===== config.mk =====
export PLATFORM = sky130hd
export DESIGN_NAME = stepper_step_dir_pulse_generator
export DESIGN_NICKNAME = d
export VERILOG_FILES = /design/src/rtl/ssdp_pkg.sv /design/src/rtl/ssdp_in_reg.sv /design/src/rtl/ssdp_seq.sv /design/src/rtl/ssdp_out_reg.sv /design/src/rtl/stepper_step_dir_pulse_generator.sv
export SDC_FILE = /design/constraint.sdc
export NUM_CORES = 1
export LEC_CHECK = 0
export BUFFER_PORTS_ARGS = -buffer_cell sky130_fd_sc_hd__buf_2
export CORE_MARGIN = 2
export CORE_UTILIZATION = 40
export DETAILED_ROUTE_END_ITERATION = 8
export PLACE_DENSITY = 0.62
export SLEW_MARGIN = 30
export SYNTH_ARGS = -nofsm -noshare
export SYNTH_HDL_FRONTEND = slang
export SYNTH_HIERARCHICAL = 1
export SYNTH_SLANG_ARGS = --single-unit

===== constraint.sdc =====
create_clock -name clk -period 8.6 [get_ports clk]
set_input_delay 0.43 -clock clk [delete_from_list [all_inputs] [get_ports clk]]
set_output_delay 0.43 -clock clk [all_outputs]
set_load 0.005 [all_outputs]

===== src/rtl/ssdp_pkg.sv =====
`timescale 1ns / 1ps
// ----------------------------------------------------------------------------
// ssdp_pkg
// Shared types and field widths for the step/direction pulse generator.
// ----------------------------------------------------------------------------
package ssdp_pkg;

    localparam int COUNT_W = 32;
    localparam int DELAY_W = 16;
    localparam int WAIT_W  = DELAY_W + 1;
    localparam int IN_W    = COUNT_W + DELAY_W;
    localparam int OUT_W   = 72;

    typedef enum logic
    {
        OP_TICK  = 1'b0,
        OP_START = 1'b1
    } op_t;

    typedef struct packed
    {
        logic [DELAY_W-1:0] delay_ticks;
        logic signed [COUNT_W-1:0] step_count;
        op_t                op;
    } item_t;

    typedef struct packed
    {
        logic signed [COUNT_W-1:0] steps_left;
        logic                      moving;
        logic signed [COUNT_W-1:0] position;
        logic                      asleep;
        logic                      forward;
        logic                      step_level;
    } result_t;

endpackage


===== src/rtl/ssdp_in_reg.sv =====
`timescale 1ns / 1ps
// ----------------------------------------------------------------------------
// ssdp_in_reg
// Input register: holds one command or tick word until the sequencer takes it.
// ----------------------------------------------------------------------------
module ssdp_in_reg
(
    input  logic           clk,
    input  logic           rst_n,
    input  logic           in_valid,
    output logic           in_ready,
    input  ssdp_pkg::item_t in_item,
    output logic           held_valid,
    input  logic           advance,
    output ssdp_pkg::item_t held_item
);
    import ssdp_pkg::*;

    logic  valid_reg;
    logic  valid_next;
    item_t item_reg;

    assign in_ready   = !valid_reg || advance;
    assign held_valid = valid_reg;
    assign held_item  = item_reg;

    always_comb
    begin
        valid_next = valid_reg;
        if (advance)
        begin
            valid_next = 1'b0;
        end
        if (in_valid && in_ready)
        begin
            valid_next = 1'b1;
        end
    end

    always_ff @(posedge clk or negedge rst_n)
    begin
        if (!rst_n)
        begin
            valid_reg <= 1'b0;
        end
        else
        begin
            valid_reg <= valid_next;
        end
    end

    always_ff @(posedge clk)
    begin
        if (in_valid && in_ready)
        begin
            item_reg <= in_item;
        end
    end

endmodule


===== src/rtl/ssdp_seq.sv =====
`timescale 1ns / 1ps
// ----------------------------------------------------------------------------
// ssdp_seq
// Pulse sequencer: state registers and the per-word next-state logic.
// ----------------------------------------------------------------------------
module ssdp_seq
(
    input  logic              clk,
    input  logic              rst_n,
    input  logic              advance,
    input  ssdp_pkg::item_t   item,
    output ssdp_pkg::result_t result
);
    import ssdp_pkg::*;

    typedef enum logic [1:0]
    {
        PH_IDLE,
        PH_ARMED,
        PH_HIGH,
        PH_WAIT
    } phase_t;

    phase_t             phase_reg, phase_next;
    logic               sleep_reg, sleep_next;
    logic               dir_reg, dir_next;
    logic [COUNT_W-1:0] pos_reg, pos_next;
    logic [COUNT_W-1:0] rem_reg, rem_next;
    logic [WAIT_W-1:0]  wait_reg, wait_next;
    logic               pulse_reg, pulse_next;
    logic [DELAY_W-1:0] delay_reg, delay_next;
    logic [WAIT_W-1:0]  wait_inc;

    assign wait_inc = wait_reg + WAIT_W'(1);

    always_comb
    begin
        phase_next = phase_reg;
        sleep_next = sleep_reg;
        dir_next   = dir_reg;
        pos_next   = pos_reg;
        rem_next   = rem_reg;
        wait_next  = wait_reg;
        pulse_next = pulse_reg;
        delay_next = delay_reg;
        if (item.op == OP_START)
        begin
            rem_next   = item.step_count;
            delay_next = item.delay_ticks;
            phase_next = PH_ARMED;
        end
        else
        begin
            unique case (phase_reg)
                PH_ARMED:
                begin
                    if (rem_reg == '0)
                    begin
                        // empty move: straight back to sleep
                        pulse_next = 1'b0;
                        sleep_next = 1'b1;
                        phase_next = PH_IDLE;
                    end
                    else
                    begin
                        sleep_next = 1'b0;
                        dir_next   = !rem_reg[COUNT_W-1];
                        wait_next  = '0;
                        pulse_next = 1'b1;
                        phase_next = PH_HIGH;
                    end
                end
                PH_HIGH:
                begin
                    pulse_next = 1'b0;
                    if (rem_reg != '0 && !rem_reg[COUNT_W-1])
                    begin
                        rem_next = rem_reg - COUNT_W'(1);
                        pos_next = pos_reg + COUNT_W'(1);
                    end
                    else
                    begin
                        rem_next = rem_reg + COUNT_W'(1);
                        pos_next = pos_reg - COUNT_W'(1);
                    end
                    if (rem_next == '0)
                    begin
                        sleep_next = 1'b1;
                        phase_next = PH_IDLE;
                    end
                    else
                    begin
                        phase_next = PH_WAIT;
                    end
                end
                PH_WAIT:
                begin
                    wait_next = wait_inc;
                    if (wait_inc > {1'b0, delay_reg})
                    begin
                        wait_next  = '0;
                        pulse_next = 1'b1;
                        phase_next = PH_HIGH;
                    end
                end
                PH_IDLE:
                begin
                end
                default:
                begin
                end
            endcase
        end
    end

    always_ff @(posedge clk or negedge rst_n)
    begin
        if (!rst_n)
        begin
            phase_reg <= PH_IDLE;
            sleep_reg <= 1'b1;
            dir_reg   <= 1'b1;
            pos_reg   <= '0;
            rem_reg   <= '0;
            wait_reg  <= '0;
            pulse_reg <= 1'b0;
            delay_reg <= '0;
        end
        else if (advance)
        begin
            phase_reg <= phase_next;
            sleep_reg <= sleep_next;
            dir_reg   <= dir_next;
            pos_reg   <= pos_next;
            rem_reg   <= rem_next;
            wait_reg  <= wait_next;
            pulse_reg <= pulse_next;
            delay_reg <= delay_next;
        end
    end

    // result word reflects the state after this word
    always_comb
    begin
        result.step_level = pulse_next;
        result.forward    = dir_next;
        result.asleep     = sleep_next;
        result.position   = pos_next;
        result.moving     = (phase_next != PH_IDLE);
        result.steps_left = rem_next;
    end

endmodule


===== src/rtl/ssdp_out_reg.sv =====
`timescale 1ns / 1ps
// ----------------------------------------------------------------------------
// ssdp_out_reg
// Result register: holds a finished word until the downstream side takes it.
// ----------------------------------------------------------------------------
module ssdp_out_reg
(
    input  logic              clk,
    input  logic              rst_n,
    input  logic              held_valid,
    input  ssdp_pkg::result_t result,
    output logic              advance,
    output logic              out_valid,
    input  logic              out_ready,
    output ssdp_pkg::result_t out_result
);
    import ssdp_pkg::*;

    logic    valid_reg;
    logic    valid_next;
    result_t result_reg;

    assign advance    = held_valid && (!valid_reg || out_ready);
    assign out_valid  = valid_reg;
    assign out_result = result_reg;

    always_comb
    begin
        valid_next = valid_reg;
        if (out_ready)
        begin
            valid_next = 1'b0;
        end
        if (advance)
        begin
            valid_next = 1'b1;
        end
    end

    always_ff @(posedge clk or negedge rst_n)
    begin
        if (!rst_n)
        begin
            valid_reg <= 1'b0;
        end
        else
        begin
            valid_reg <= valid_next;
        end
    end

    always_ff @(posedge clk)
    begin
        if (advance)
        begin
            result_reg <= result;
        end
    end

endmodule


===== src/rtl/stepper_step_dir_pulse_generator.sv =====
`timescale 1ns / 1ps
// ----------------------------------------------------------------------------
// stepper_step_dir_pulse_generator
// Step/direction pulse sequencer for a stepper driver, one status word per
// tick or start command.
// ----------------------------------------------------------------------------
// Each input word is a timer tick or a start command; each one produces exactly
// one status word giving step pin, direction pin, sleep pin, position, moving
// flag and remaining steps after that word. A word passes through the input
// register, then the sequencer update into the result register, and one word
// is accepted every cycle while the output side keeps up; a full result
// register holds off the input only when the downstream side stalls.
module stepper_step_dir_pulse_generator
(
    input  logic        clk,
    input  logic        rst_n,
    input  logic        s_tvalid,
    output logic        s_tready,
    // [31:0] step_count, [47:32] delay_ticks
    input  logic [47:0] s_tdata,
    // [0] op
    input  logic        s_tuser,
    output logic        m_tvalid,
    input  logic        m_tready,
    // [0] step_level, [1] forward, [2] asleep, [34:3] position, [35] moving,
    // [67:36] steps_left, [71:68] zero
    output logic [71:0] m_tdata
);
    import ssdp_pkg::*;

    item_t   in_item;
    item_t   held_item;
    logic    held_valid;
    logic    advance;
    result_t result;
    result_t out_result;

    assign in_item.op          = op_t'(s_tuser);
    assign in_item.step_count  = s_tdata[COUNT_W-1:0];
    assign in_item.delay_ticks = s_tdata[IN_W-1:COUNT_W];

    ssdp_in_reg u_in_reg
    (
        .clk        (clk),
        .rst_n      (rst_n),
        .in_valid   (s_tvalid),
        .in_ready   (s_tready),
        .in_item    (in_item),
        .held_valid (held_valid),
        .advance    (advance),
        .held_item  (held_item)
    );

    ssdp_seq u_seq
    (
        .clk     (clk),
        .rst_n   (rst_n),
        .advance (advance),
        .item    (held_item),
        .result  (result)
    );

    ssdp_out_reg u_out_reg
    (
        .clk        (clk),
        .rst_n      (rst_n),
        .held_valid (held_valid),
        .result     (result),
        .advance    (advance),
        .out_valid  (m_tvalid),
        .out_ready  (m_tready),
        .out_result (out_result)
    );

    assign m_tdata = {(OUT_W - $bits(result_t))'(0), out_result};

endmodule


==> impl_metrics.csv <==
group,metric,value,unit
run_status,status,"finished clean",
floorplanning,dieArea,33870,um^2
detailed_routing,routed_wl,30660,um
timing,slew_violations,0,
timing,setup_viol,0,
final_layout,layout_commonest_cell,"nand2_1",
placement,place_congestion,0.9220,
floorplanning,initial_core_util,0.4088,
yosys,synth_xor_area_frac,0.04256,
clock_tree,holdBufCountCts,1,
global_routing,grt_util_all_layers,0.1804,
final_layout,largest_reg_flops,68,
critical_path,rrSetupSlack,2870,ps
timing,fmax,174.6,MHz
global_routing,antenna_found_initial,1,
clock_tree,cts_tree,"built",
final_layout,ff_latch_area,6118,um^2
clock_tree,path_clk_slew,60,ps
timing,whs,58.25,ps
critical_path,reg2reg_depth,18,
floorplanning,coreArea,31720,um^2
critical_path,setup.worst_path.start_class,"flip-flop",
global_routing,grt_pass1_wl,49250,um
timing,fin_worst_skew,19.53,ps
yosys,syn-mean-instance-area,10.21,um^2
detailed_routing,vias_per_cell,5.514,
yosys,synthSimpleGateAreaFrac,0.1417,
timing,min_period,5727,ps
flow_run,maxCapViolCount,0,
timing,final_hold_viol_count,0,
clock_tree,cts_resized,0,
clock_tree,cts-htree-levels,1,
final_layout,area_growth,13.82,%
placement,placed_cell_area,13900,um^2
clock_tree,clockRootBuffer,"clkbuf_16",
critical_path,cp_max_fo,21,
yosys,synth.ff_latch_count,221,
critical_path,cp-end-kind,"flip-flop",
worst_hold_path,hp-start,"s_tdata[1]",
final_layout,num-fill-cells,3019,
worst_hold_path,hold_path_end,"u_in_reg/held_item[2]",
clock_tree,cts_buffers,25,
worst_hold_path,hold_depth,1,
global_routing,grt_max_degree,67,
yosys,synth-main-ff-cell,"edfxtp_1",
yosys,synthMuxAreaShare,0.06717,
detailed_routing,routedWlPerCell,17.08,um
power_and_ir_drop,power_density,430.1,nW/um^2
clock_tree,post_cts_buffers,0,
floorplanning,io_pins,127,
placement,port_buffers,122,
clock_tree,cts_sinks,221,
yosys,synth_cell_type_count,70,
placement,dpl.hpwl,21170,um
power_and_ir_drop,power.total,6346,uW
floorplanning,fp.dieH,184.0,um
timing,worst_pin_slew,876.8,ps
clock_tree,clockBufferDepth,3,
yosys,synth_seq_area_share,0.4719,
critical_path,arrival,6000,ps
final_layout,fin_nets,1511,
final_layout,multi_input_area,6450,um^2
detailed_routing,route.detailed.drc,0,
timing,tns,0,ps
detailed_routing,first_iter_violations,570,
yosys,synth_edf_count,117,
final_layout,finish.instance_area,14760,um^2
power_and_ir_drop,max-vdd-ir-drop,0.0002183,V
detailed_routing,vias,9898,
yosys,netlist_area,12960,um^2
critical_path,required,8870,ps
final_layout,final_cell_mix,"nand2_1, buf_2, o21ai_0, edfxtp_1, dfrtp_1",
yosys,yosys_warnings,6,
floorplanning,die-width,184.0,um
worst_hold_path,hold_path_class,"primary input to flip-flop",
detailed_routing,drtPass1Iterations,5,
global_routing,grt_pass1_vias,9386,
yosys,synth_top_family_by_area,"compound AO/OA/AOI/OAI gates",
yosys,async_reset_ff_frac,0.4706,
detailed_routing,ant_nets,0,
critical_path,crit_type,"flip-flop to flip-flop",
critical_path,r2r_end,"u_out_reg/out_result[35]",
final_layout,antenna_cells_inserted,0,
yosys,synth_fa_ha_area_frac,0.08222,
yosys,synth_compound_area_frac,0.1621,
timing,fin_crit_sh,0.6660,
floorplanning,row_count,65,
timing,rsz0062_at_grt,"false",
power_and_ir_drop,leakagePower,0.006270,uW
timing,slew-limit-headroom,0.4138,
clock_tree,insertion_delay,550,ps
yosys,netlist_instances,1270,
critical_path,r2r-start,"u_seq/rem_reg[16]",
global_routing,grt_remaining_overflow,0,
final_layout,layout-drive-gt1-share,0.1773,
worst max-delay path by stage:
stage                                  from                        to  cells past startpoint
final                     u_seq/rem_reg[16]  u_out_reg/out_result[35]                     18
after CTS                 u_seq/rem_reg[16]  u_out_reg/out_result[35]                     18
after global placement     u_seq/rem_reg[6]  u_out_reg/out_result[35]                     18
after floorplan            u_seq/rem_reg[0]  u_out_reg/out_result[35]                     19
after detailed placement  u_seq/rem_reg[16]  u_out_reg/out_result[35]                     18
after global routing      u_seq/rem_reg[16]  u_out_reg/out_result[35]                     18
cells in the mapped netlist, types with 5 or more instances:
cell type	instances	area share
a2111oi_0	6	0.0041
a211oi_1	8	0.0046
a21o_1	34	0.020
a21oi_1	62	0.024
a31oi_1	23	0.011
and3_1	17	0.0082
buf_4	7	0.0041
clkbuf_1	41	0.012
dfrtp_1	102	0.20
edfxtp_1	117	0.27
ha_1	82	0.079
inv_1	39	0.011
mux2_2	56	0.049
mux2i_1	24	0.019
nand2_1	165	0.048
nand2b_1	15	0.0072
nand3_1	26	0.010
nand4_1	19	0.0092
nor2_1	72	0.021
nor2b_1	7	0.0034
nor3_1	20	0.0077
nor3b_1	6	0.0035
nor4_1	15	0.0072
o211ai_1	11	0.0064
o21a_1	17	0.0098
o21ai_0	118	0.046
o21bai_1	7	0.0041
o31a_1	5	0.0034
o31ai_1	11	0.0064
xnor2_1	34	0.023
xor2_1	29	0.020
layer usage:
layer,wire [um],vias to the layer above,global-route usage
met4,603,2,0.04192
met3,1382,52,0.02694
li1,-,4892,-
met5,14,-,0
met1,14940,4720,0.2580
met2,13710,232,0.2885
cells by family (layout without fill, tap and decap cells):
group                      count (synthesis)  count (layout)
other                                      1               4
muxes                                     80              80
adders and majority gates                 84              84
DFF                                      221             221
AOI/OAI and AO/OA                        334             334
xor gates and xnor gates                  63              63
buffers and inverters                     98             218
and+or+nand+nor                          389             389
power by group:
part           leakage, uW  total, uW  switching, uW  internal (uW)
Clock             0.000408       1090            444            641
Sequential         0.00238       1680            211           1460
Combinational      0.00348       3590           2150           1440
area by class of cell:
cell class	instances	share of cell area
Multi-Input combinational cell	954	0.4371
Clock inverter	12	0.008903
Timing Repair Buffer	133	0.04731
Tap cell	402	0.03408
Inverter	39	0.009920
Clock buffer	34	0.04808
Sequential cell	221	0.4146
per-stage QoR:
step                instances    util  setup slack (ps)
floorplan                1273       -              2329
detailed placement       1748  0.4383              2908
global placement         1748  0.4383              3006
global route             1795  0.4652              2392
CTS                      1795  0.4652              2895
finish                   1795  0.4652              2873
worst max-delay path, stage by stage, from the launching register on:
cell and delay, ps:
dfrtp_1 430, nor4_1 440, nand4_1 250, nor2_1 400, or2_2 190, inv_1 50, buf_4 220, ha_1 430
a2111oi_0 500, a21oi_1 170, a41oi_2 360, o21ai_0 150, xor2_1 200, or4_1 480, nor4_1 370, nand4b_1 220
o41ai_2 290, and3_1 220, o21ai_0 80
No activity file was read; power rests on OpenSTA's default activity.
